## src/hdl/slbm_pkg.sv

```systemverilog
`timescale 1ns / 1ps
`default_nettype none

package slbm_pkg;

  // bus access kinds
  typedef enum logic [1:0] {
    ACT_CPU_READ  = 2'd0,
    ACT_CPU_WRITE = 2'd1,
    ACT_PPU       = 2'd2,
    ACT_RESET     = 2'd3
  } action_t;

  // stores an access can reach
  typedef enum logic [1:0] {
    TGT_NONE = 2'd0,
    TGT_RAM  = 2'd1,
    TGT_PRG  = 2'd2,
    TGT_CHR  = 2'd3
  } target_t;

  // configuration register indexes
  typedef enum logic [1:0] {
    CFG_PRG_BANK_COUNT = 2'd0,
    CFG_START_VERTICAL = 2'd1,
    CFG_QUIET_READS    = 2'd2,
    CFG_UNUSED         = 2'd3
  } cfg_index_t;

  // program ROM layouts, mode_control bits 3..2
  localparam logic [1:0] PRG_MODE_FIX_FIRST = 2'd2;
  localparam logic [1:0] PRG_MODE_FIX_LAST  = 2'd3;

  // target register select, address bits 14..13
  localparam logic [1:0] SEL_CONTROL  = 2'd0;
  localparam logic [1:0] SEL_CHR_LOW  = 2'd1;
  localparam logic [1:0] SEL_CHR_HIGH = 2'd2;
  localparam logic [1:0] SEL_PRG      = 2'd3;

  localparam logic [15:0] RAM_BASE = 16'h6000;
  localparam logic [15:0] ROM_BASE = 16'h8000;

  localparam logic [4:0] SHIFT_EMPTY      = 5'd16;
  localparam logic [4:0] CONTROL_RESET    = 5'd15;
  localparam logic [4:0] CONTROL_VERTICAL = 5'd14;
  localparam logic [4:0] CONTROL_PRG_LOCK = 5'h0C;

  localparam int CFG_DATA_W = 5;

  typedef struct packed {
    logic [1:0]  action;
    logic [15:0] address;
    logic [7:0]  value;
  } in_t;

  typedef struct packed {
    logic [1:0]  target;
    logic [17:0] offset;
    logic [1:0]  mirror_mode;
    logic        bank_error;
  } out_t;

endpackage

`default_nettype wire

```

## src/hdl/serial_loaded_bank_mapper_unit.sv

```systemverilog
`timescale 1ns / 1ps
`default_nettype none

// An accepted access waits in the input register until the result register is empty or drained.
// Throughput: one access per cycle while results drain; decode and bank select are combinational.
// The input register takes a beat while a finished result still waits on the output side.
// Reset (rst, synchronous, active high) empties both stages, restores the mapper registers
// (control 15, serial shift marker only, banks 0) and the configuration defaults.
module serial_loaded_bank_mapper_unit (
  input  wire logic            clk,
  input  wire logic            rst,
  input  wire logic            in_valid,
  output logic                 in_ready,
  input  wire slbm_pkg::in_t   in_data,
  output logic                 out_valid,
  input  wire logic            out_ready,
  output slbm_pkg::out_t       out_data,
  input  wire logic            cfg_valid,
  output logic                 cfg_ready,
  input  wire logic [1:0]      cfg_index,
  input  wire logic [slbm_pkg::CFG_DATA_W-1:0] cfg_data
);
  import slbm_pkg::*;

  // configuration
  logic [4:0] prg_bank_count;
  logic       start_vertical;
  logic       quiet_reads;

  // mapper state
  logic [4:0] load_shift, load_shift_next;
  logic [4:0] mode_control, mode_control_next;
  logic [4:0] chr_bank_low, chr_bank_low_next;
  logic [4:0] chr_bank_high, chr_bank_high_next;
  logic [3:0] prg_bank, prg_bank_next;
  logic       write_suppress, write_suppress_next;

  // input stage
  logic inq_valid;
  in_t  inq;
  logic advance;

  out_t result;

  // A held beat moves on when the result register is empty or being drained.
  assign advance   = inq_valid && (!out_valid || out_ready);
  assign in_ready  = !inq_valid || advance;
  assign cfg_ready = 1'b1;

  // ---------------------------------------------------------------------------
  // Decode and state update for the beat in the input register
  // ---------------------------------------------------------------------------
  logic        upper_prg;
  logic        upper_chr;
  logic [1:0]  prg_mode;
  logic [4:0]  last_bank;
  logic [4:0]  prg_sel;
  logic [4:0]  chr_sel;
  logic [17:0] prg_offset;
  logic [17:0] chr_offset;
  logic [15:0] ram_offset;
  logic [4:0]  shifted;

  always_comb begin
    upper_prg = inq.address[14];
    upper_chr = inq.address[12];
    prg_mode  = mode_control[3:2];
    last_bank = prg_bank_count - 5'd1;

    case (prg_mode)
      PRG_MODE_FIX_FIRST: prg_sel = upper_prg ? {1'b0, prg_bank} : 5'd0;
      PRG_MODE_FIX_LAST:  prg_sel = upper_prg ? last_bank : {1'b0, prg_bank};
      default:            prg_sel = {1'b0, prg_bank[3:1], upper_prg};
    endcase
    // 18-bit offset keeps four bank bits
    prg_offset = {prg_sel[3:0], inq.address[13:0]};

    if (!mode_control[4]) begin
      chr_sel = {chr_bank_low[4:1], upper_chr};
    end else begin
      chr_sel = upper_chr ? chr_bank_high : chr_bank_low;
    end
    chr_offset = {1'b0, chr_sel, inq.address[11:0]};

    ram_offset = inq.address - RAM_BASE;
    shifted    = {inq.value[0], load_shift[4:1]};
  end

  always_comb begin
    load_shift_next     = load_shift;
    mode_control_next   = mode_control;
    chr_bank_low_next   = chr_bank_low;
    chr_bank_high_next  = chr_bank_high;
    prg_bank_next       = prg_bank;
    write_suppress_next = write_suppress;
    result.target       = TGT_NONE;
    result.offset       = '0;

    case (action_t'(inq.action))
      ACT_CPU_READ: begin
        if (!quiet_reads) begin
          write_suppress_next = 1'b0;
        end
        if (inq.address >= ROM_BASE) begin
          result.target = TGT_PRG;
          result.offset = prg_offset;
        end else if (inq.address >= RAM_BASE) begin
          result.target = TGT_RAM;
          result.offset = {2'b00, ram_offset};
        end
      end
      ACT_CPU_WRITE: begin
        if (inq.address >= ROM_BASE) begin
          // serial load port; a write right after another write is dropped
          if (!write_suppress) begin
            write_suppress_next = 1'b1;
            if (inq.value[7]) begin
              load_shift_next   = SHIFT_EMPTY;
              mode_control_next = mode_control | CONTROL_PRG_LOCK;
            end else if (load_shift[0]) begin
              // fifth bit: commit to the register picked by address bits 14..13
              load_shift_next = SHIFT_EMPTY;
              case (inq.address[14:13])
                SEL_CONTROL:  mode_control_next  = shifted;
                SEL_CHR_LOW:  chr_bank_low_next  = shifted;
                SEL_CHR_HIGH: chr_bank_high_next = shifted;
                SEL_PRG:      prg_bank_next      = shifted[3:0];
                default:      prg_bank_next      = prg_bank;
              endcase
            end else begin
              load_shift_next = shifted;
            end
          end
        end else if (inq.address >= RAM_BASE) begin
          result.target = TGT_RAM;
          result.offset = {2'b00, ram_offset};
        end
      end
      ACT_PPU: begin
        result.target = TGT_CHR;
        result.offset = chr_offset;
      end
      ACT_RESET: begin
        load_shift_next     = SHIFT_EMPTY;
        write_suppress_next = 1'b0;
        mode_control_next   = start_vertical ? CONTROL_VERTICAL : CONTROL_RESET;
        prg_bank_next       = '0;
        chr_bank_low_next   = '0;
        chr_bank_high_next  = '0;
      end
      default: begin
        result.target = TGT_NONE;
      end
    endcase

    // mirroring and bank check reflect the state this access leaves behind
    result.mirror_mode = mode_control_next[1:0];
    result.bank_error  = ({1'b0, prg_bank_next} >= prg_bank_count);
  end

  // ---------------------------------------------------------------------------
  // Registers
  // ---------------------------------------------------------------------------
  always_ff @(posedge clk) begin
    if (rst) begin
      prg_bank_count <= 5'd1;
      start_vertical <= 1'b0;
      quiet_reads    <= 1'b0;
    end else if (cfg_valid && cfg_ready) begin
      case (cfg_index_t'(cfg_index))
        CFG_PRG_BANK_COUNT: prg_bank_count <= cfg_data;
        CFG_START_VERTICAL: start_vertical <= cfg_data[0];
        CFG_QUIET_READS:    quiet_reads    <= cfg_data[0];
        default:            quiet_reads    <= quiet_reads;  // drop writes past the list
      endcase
    end
  end

  always_ff @(posedge clk) begin
    if (rst) begin
      load_shift     <= SHIFT_EMPTY;
      mode_control   <= CONTROL_RESET;
      chr_bank_low   <= '0;
      chr_bank_high  <= '0;
      prg_bank       <= '0;
      write_suppress <= 1'b0;
    end else if (advance) begin
      load_shift     <= load_shift_next;
      mode_control   <= mode_control_next;
      chr_bank_low   <= chr_bank_low_next;
      chr_bank_high  <= chr_bank_high_next;
      prg_bank       <= prg_bank_next;
      write_suppress <= write_suppress_next;
    end
  end

  // input register: hold the beat until it advances
  always_ff @(posedge clk) begin
    if (rst) begin
      inq_valid <= 1'b0;
    end else if (in_ready) begin
      inq_valid <= in_valid;
    end
  end

  always_ff @(posedge clk) begin
    if (in_valid && in_ready) begin
      inq <= in_data;
    end
  end

  // result register
  always_ff @(posedge clk) begin
    if (rst) begin
      out_valid <= 1'b0;
    end else if (advance) begin
      out_valid <= 1'b1;
    end else if (out_ready) begin
      out_valid <= 1'b0;
    end
  end

  always_ff @(posedge clk) begin
    if (advance) begin
      out_data <= result;
    end
  end

`ifndef ASSERT_OFF
  // the shift register always carries its marker bit
  a_shift_marker: assert property (@(posedge clk) disable iff (rst)
    load_shift != 5'd0)
    else $error("load_shift lost its marker bit");

  // an advancing beat always lands in the result register
  a_advance_fills: assert property (@(posedge clk) disable iff (rst)
    advance |=> out_valid)
    else $error("advanced beat did not produce a result");

  // an accepted serial write to ROM space arms write suppression
  a_suppress_arm: assert property (@(posedge clk) disable iff (rst)
    advance && inq.action == ACT_CPU_WRITE && inq.address >= ROM_BASE |=> write_suppress)
    else $error("ROM write did not set write_suppress");

  // no target means a zero offset
  a_none_zero: assert property (@(posedge clk) disable iff (rst)
    out_valid && out_data.target == TGT_NONE |-> out_data.offset == 18'd0)
    else $error("nonzero offset with no target");

  // an empty input register always takes a beat
  a_empty_ready: assert property (@(posedge clk) disable iff (rst)
    !inq_valid |-> in_ready)
    else $error("empty input stage refused a beat");
`endif

endmodule

`default_nettype wire

```

## config.mk

```make
export PLATFORM = sky130hd
export DESIGN_NAME = serial_loaded_bank_mapper_unit
export DESIGN_NICKNAME = d
export VERILOG_FILES = /design/src/hdl/slbm_pkg.sv /design/src/hdl/serial_loaded_bank_mapper_unit.sv
export SDC_FILE = /design/constraint.sdc
export NUM_CORES = 1
export LEC_CHECK = 0
export BUFFER_PORTS_ARGS = -buffer_cell sky130_fd_sc_hd__buf_2
export CORE_UTILIZATION = 60
export CTS_BUF_LIST = sky130_fd_sc_hd__clkbuf_2 sky130_fd_sc_hd__clkbuf_4 sky130_fd_sc_hd__clkbuf_8
export DETAILED_ROUTE_END_ITERATION = 8
export PLACE_DENSITY_LB_ADDON = 0.3
export RECOVER_POWER = 100
export SYNTH_ARGS = -nofsm -noshare
export SYNTH_HDL_FRONTEND = slang
export SYNTH_SLANG_ARGS = --single-unit
```

## constraint.sdc

```tcl
create_clock -name clk -period 5.4 [get_ports clk]
set_clock_uncertainty 0.2 [all_clocks]
set_input_delay 0 -clock clk [delete_from_list [all_inputs] [get_ports clk]]
set_output_delay 0 -clock clk [all_outputs]
set_load 0.01 [all_outputs]
```

### Yosys cells after proc, flatten, opt, wreduce, memory -nomap -nowiden

Cells that the tools add are included.
W data, S select, Z words.

* register bits after elaboration: 83
* bits in latches: 0
* memory bits (writable): 0
* ROM bits: 0
* input port bits: 38
* output and inout bits: 26
* logic and storage cells: 110
* memories: 0

* add/sub/neg operators: 2
* multiply operators: 0
* divide/modulo/power cells: 0
* $lt $le $gt $ge: 3
* equality and inequality tests: 20
* shifts and indexed selects: 0
* multiplexer cells: 44
* bitwise logic cells: 0
* reduce and logical (&&, ||, !) cells: 21

Operator list (number)
* $mux W5: 21
* $pmux W20 S3: 1
* $mux W20: 2
* $pmux W5 S2: 4
* $mux W4: 7
* $reduce_and A7 Y1: 3
* $mux W19: 1
* $ge A16 B15 Y1 const B: 1
* $ge A16 B16 Y1 const B: 1
* $pmux W4 S2: 2
* $sub A16 B15 Y16 const B: 1
* $eq A2 B2 Y1 const B: 7
* $ne A2 B2 Y1 const B: 5
* $reduce_and A4 Y1: 2
* $eq A2 B1 Y1 const B: 3
* $logic_not A2 Y1: 3
* $ne A2 B1 Y1 const B: 3
* $reduce_and A2 Y1: 3
* $reduce_and A6 Y1: 1
* $ge A4 B5 Y1: 1
* $mux W1: 5
* $reduce_bool A2 Y1: 2
* $sub A4 B1 Y4 const B: 1
* $ne A3 B2 Y1 const B: 1
* 6 further kinds: 9

### Longest topological paths before layout

* word-level depth: 8
* gate-level depth with buffers: 11
* mapped depth without buffers: 9

### Worst setup path before layout

Ideal clock, no wire load.

* path kind: register to register
* from: register inq[23] (netlist name)
* to: register out_data[0] (netlist name) (data pin)
* library setup time: 0.261 ns
* arrival time: 1.985 ns
* data required time: 4.939 ns
* setup slack: 2.954 ns
* stages on the path, launching flop included: 12
* path buffers: 2
* period minus slack after synthesis: 2.446 ns
* cells stage by stage: edfxtp_1 > buf_6 > and4bb_1 > buf_6 > a21o_1 > nand2_1 > a22oi_1 > ha_1 > nand2b_1 > a21o_1 > a211oi_1 > nor3_1

RTL lines
* start, declared: line serial_loaded_bank_mapper_unit.sv:40 `in_t inq;`
* start signal, assigned: line serial_loaded_bank_mapper_unit.sv:208 `inq <= in_data;`
* end signal, assigned: line serial_loaded_bank_mapper_unit.sv:225 `out_data <= result;`
* end, declared: line serial_loaded_bank_mapper_unit.sv:17 `output slbm_pkg::out_t out_data,`

### Final worst setup path

* from: register inq_valid
* to: register prg_bank[0]

* word-level cells in the longest chain between the ends: 1

RTL lines
* start, declared: line serial_loaded_bank_mapper_unit.sv:39 `logic inq_valid;`
* start signal, assigned: line serial_loaded_bank_mapper_unit.sv:202 `inq_valid <= in_valid;`
* $logic_and A1 B1 Y1: line serial_loaded_bank_mapper_unit.sv:46 `assign advance = inq_valid && (!out_valid || out_ready);`
* named net advance: line serial_loaded_bank_mapper_unit.sv:41 `logic advance;`
* end signal, assigned: line serial_loaded_bank_mapper_unit.sv:192 `prg_bank <= prg_bank_next;`
* end, declared: line serial_loaded_bank_mapper_unit.sv:35 `logic [3:0] prg_bank, prg_bank_next;`

The timed path passes the listed nets, and every way through them passes these cells.
A chain may end at the register's enable or synchronous reset.

==> impl_metrics.env <==
export IMPL_outcome="finished, violations left"
export IMPL_violations="capacitance limit, slew limit"
export IMPL_synth_async_reset_ratio_pct=0
export IMPL_maxSlewViolCount=68
export IMPL_layout_nets=461
export IMPL_cts_made_buffers=9
export IMPL_synthCells=314
export IMPL_core_area_sq_um=5570
export IMPL_fin_area_sq_um=4420
export IMPL_max_slew_margin_pct=-53.8
export IMPL_hold_viol=0
export IMPL_cts_tree="built"
export IMPL_tightestPinTransition_ps=2300
export IMPL_first_pass_iters=7
export IMPL_worstPathRequired_ps=5450
export IMPL_final_min_clock_period_ps=3330
export IMPL_wl_microns=9080
export IMPL_cts_resized=0
export IMPL_final_antenna_net_count=0
export IMPL_path_clk_slew_ps=80
export IMPL_syn_area_sq_um=3500
export IMPL_cts_buffer_depth=2
export IMPL_yosysWarnings=0
export IMPL_place_area_sq_um=3790
export IMPL_gr_total_overflow=0
export IMPL_cts_root_buf="clkbuf_8"
export IMPL_setup_tns_final_ps=0
export IMPL_power_density_nw_per_um2=288
export IMPL_hpwl_microns=4970
export IMPL_fin_crit_sh_pct=61.7
export IMPL_cap_violations=2
export IMPL_grt_pass1_vias=2840
export IMPL_synth_seq_cells=77
export IMPL_fmaxAchievable_mhz=300
export IMPL_grt_usage_pct=32.2
export IMPL_clk_latency_ps=360
export IMPL_cts_sinks=77
export IMPL_finalSetupViolCount=0
export IMPL_crit_path_end_kind="register"
export IMPL_synth_nets=362
export IMPL_critPathArrivalTime_ps=3380
export IMPL_rows=27
export IMPL_synth_edf_count=43
export IMPL_diodes=0
export IMPL_wl_per_cell_microns=18.5
export IMPL_grt_max_degree=38
export IMPL_rsz0062_at_grt="false"
export IMPL_leakagePower_nw=1.68
export IMPL_total_power_mw=1.27
export IMPL_grt_pass1_wl_microns=14300
export IMPL_area_growth_syn_to_layout_pct=26.4
export IMPL_drt_vias_per_instance=6.10
export IMPL_start_util_pct=62.7
export IMPL_drt_iter0_markers=276
export IMPL_worstHoldPathType="in -> reg"
export IMPL_die_area_sq_um=6140
export IMPL_port_buffers=56
export IMPL_yosysSeqAreaShare_pct=56.4
export IMPL_ys_types=54
export IMPL_antenna_found_initial=0
export IMPL_route_detailed_drc=0
export IMPL_ys_dominant_reg_cell="edfxtp_1"
export IMPL_layout_drive_gt1_share_pct=12.2
export IMPL_path_class="reg -> reg"
export IMPL_worstPathMaxFanout=29
export IMPL_place_congestion=0.860
export IMPL_htreeDepth=3
export IMPL_die_w_microns=78.3
export IMPL_worstSetupStartpointType="register"
export IMPL_die_h_microns=78.3
export IMPL_syn_area_per_cell_sq_um=11.1
export IMPL_pin_count=64
export IMPL_ir_drop_v=0.000255
export IMPL_via_count=2989
-- metrics by stage --
stage / setup WS [ps] / utilization (%) / hold WS [ps] / std cells
floorplan: 2950 / - / -101 / 314
CTS: 2370 / 80.3 / 128 / 490
global placement: 2510 / 68.0 / -23.3 / 428
global route: 1680 / 79.3 / 130 / 490
detailed placement: 2440 / 68.0 / -21.9 / 428
finish: 2070 / 79.3 / 146 / 490
-- placed cells by master (no fill, tap or decap), types with 3 or more instances in the layout --
master / instances
clkbuf_1: 28
nor4_1: 3
nor3b_1: 3
inv_1: 11
a22oi_1: 3
clkinv_4: 3
clkbuf_8: 9
edfxtp_1: 43
nor2_1: 25
buf_2: 27
nand3b_1: 4
o21ai_0: 11
nand2b_1: 14
dfxtp_1: 34
and3_1: 12
mux2_2: 4
a22o_1: 5
ha_1: 10
a31oi_1: 3
dlygate4sd3_1: 46
a21oi_1: 23
mux2i_1: 16
a21o_1: 5
nand2_1: 21
nor3_1: 4
nand3_1: 12
-- report_power, final --
part           internal (mW)  total [mW]  switching, mW
clock network          0.273       0.490          0.217
registers              0.645       0.664         0.0192
logic                 0.0565       0.121         0.0641
-- critical path: stages, from the launching register on --
cell and delay (ps):
dfxtp_1 420, inv_1 120, nor2_1 1710, a31oi_1 400, a22o_1 370
-- cell families (layout without fill, tap and decap cells) --
logic type	count (synthesis)	after routing	share of synthesized area (%)
and+or+nand+nor	107	107	16.2
AOI/OAI and AO/OA	71	71	13.8
xor gates and xnor gates	2	2	0.501
DFF	77	77	56.4
adders and majority gates	10	10	3.58
buffers and inverters	26	130	3.51
muxes	20	20	5.87
other	1	1	0.107
-- sequential cells by signal, summed over array words and instances (netlist names) --
| name | cells |
|---|---|
| prg_bank | 4 |
| start_vertical | 1 |
| write_suppress | 1 |
| prg_bank_count | 5 |
| quiet_reads | 1 |
| chr_offset | 12 |
| load_shift | 5 |
| chr_bank_low | 5 |
| chr_bank_high | 5 |
| out_valid | 1 |
| inq | 8 |
| out_data | 23 |
| mode_control | 5 |
| inq_valid | 1 |
-- worst paths after layout --
check | from | cells past startpoint | slack [ps] | end
max | inq_valid | 4 | 2070 | prg_bank[0]
min | in_data[0] | 2 | 150 | inq[0]
min reg2reg | chr_bank_low[2] | 2 | 280 | chr_bank_low[2]
max reg2reg | inq_valid | 4 | 2070 | prg_bank[0]
-- final cells by class --
class / instances / area [sq um]
Inverter: 12 / 45.0
Tap cell: 72 / 90.1
Fill cell: 344 / 1150
Multi-Input combinational cell: 211 / 1380
Sequential cell: 77 / 1970
Clock inverter: 5 / 86.3
Clock buffer: 11 / 139
Timing Repair Buffer: 102 / 706
-- metal layers --
layer  share of wire [%]  track usage, %  up-vias
met5                   0               0        -
met4                 4.4            19.6        0
met3                 7.8            9.42       41
met2                  49            53.7      196
met1                  39            36.2     1396
li1                    -               -     1356
-- synth_stat cells (2+ instances only) --
master     instances  area, sq um
nor3_1             4         20.0
nand2_1           21         78.8
nor2_1            24         90.1
nor2b_1            2         12.5
xnor2_1            2         17.5
o21ai_0           11         55.1
nor3b_1            2         15.0
nand2b_1          14         87.6
o221ai_1           2         17.5
mux2_2             4         45.0
a31oi_1            2         12.5
edfxtp_1          43         1290
nor2_2             2         12.5
o2bb2ai_1          2         17.5
a21o_1             5         37.5
inv_1             11         41.3
nand3_1           12         60.1
mux2i_1           16          160
dfxtp_1           34          681
buf_6              2         22.5
a21oi_1           23          115
a22o_1             5         43.8
and3_1            12         75.1
a22oi_1            3         22.5
nand3b_1           4         30.0
buf_2              5         25.0
a2bb2oi_1          2         17.5
a211o_1            2         17.5
a311oi_1           2         17.5
nor4_1             3         18.8
clkbuf_1           6         22.5
ha_1              10          125
-- what timing repair did --
| action | in CTS | in global routing |
|---|---|---|
| endpoints found under the hold margin | 35 | 0 |
| hold buffers | 46 | 0 |
| buffers inserted | 0 | 0 |
No activity file was read; power rests on OpenSTA's default activity.
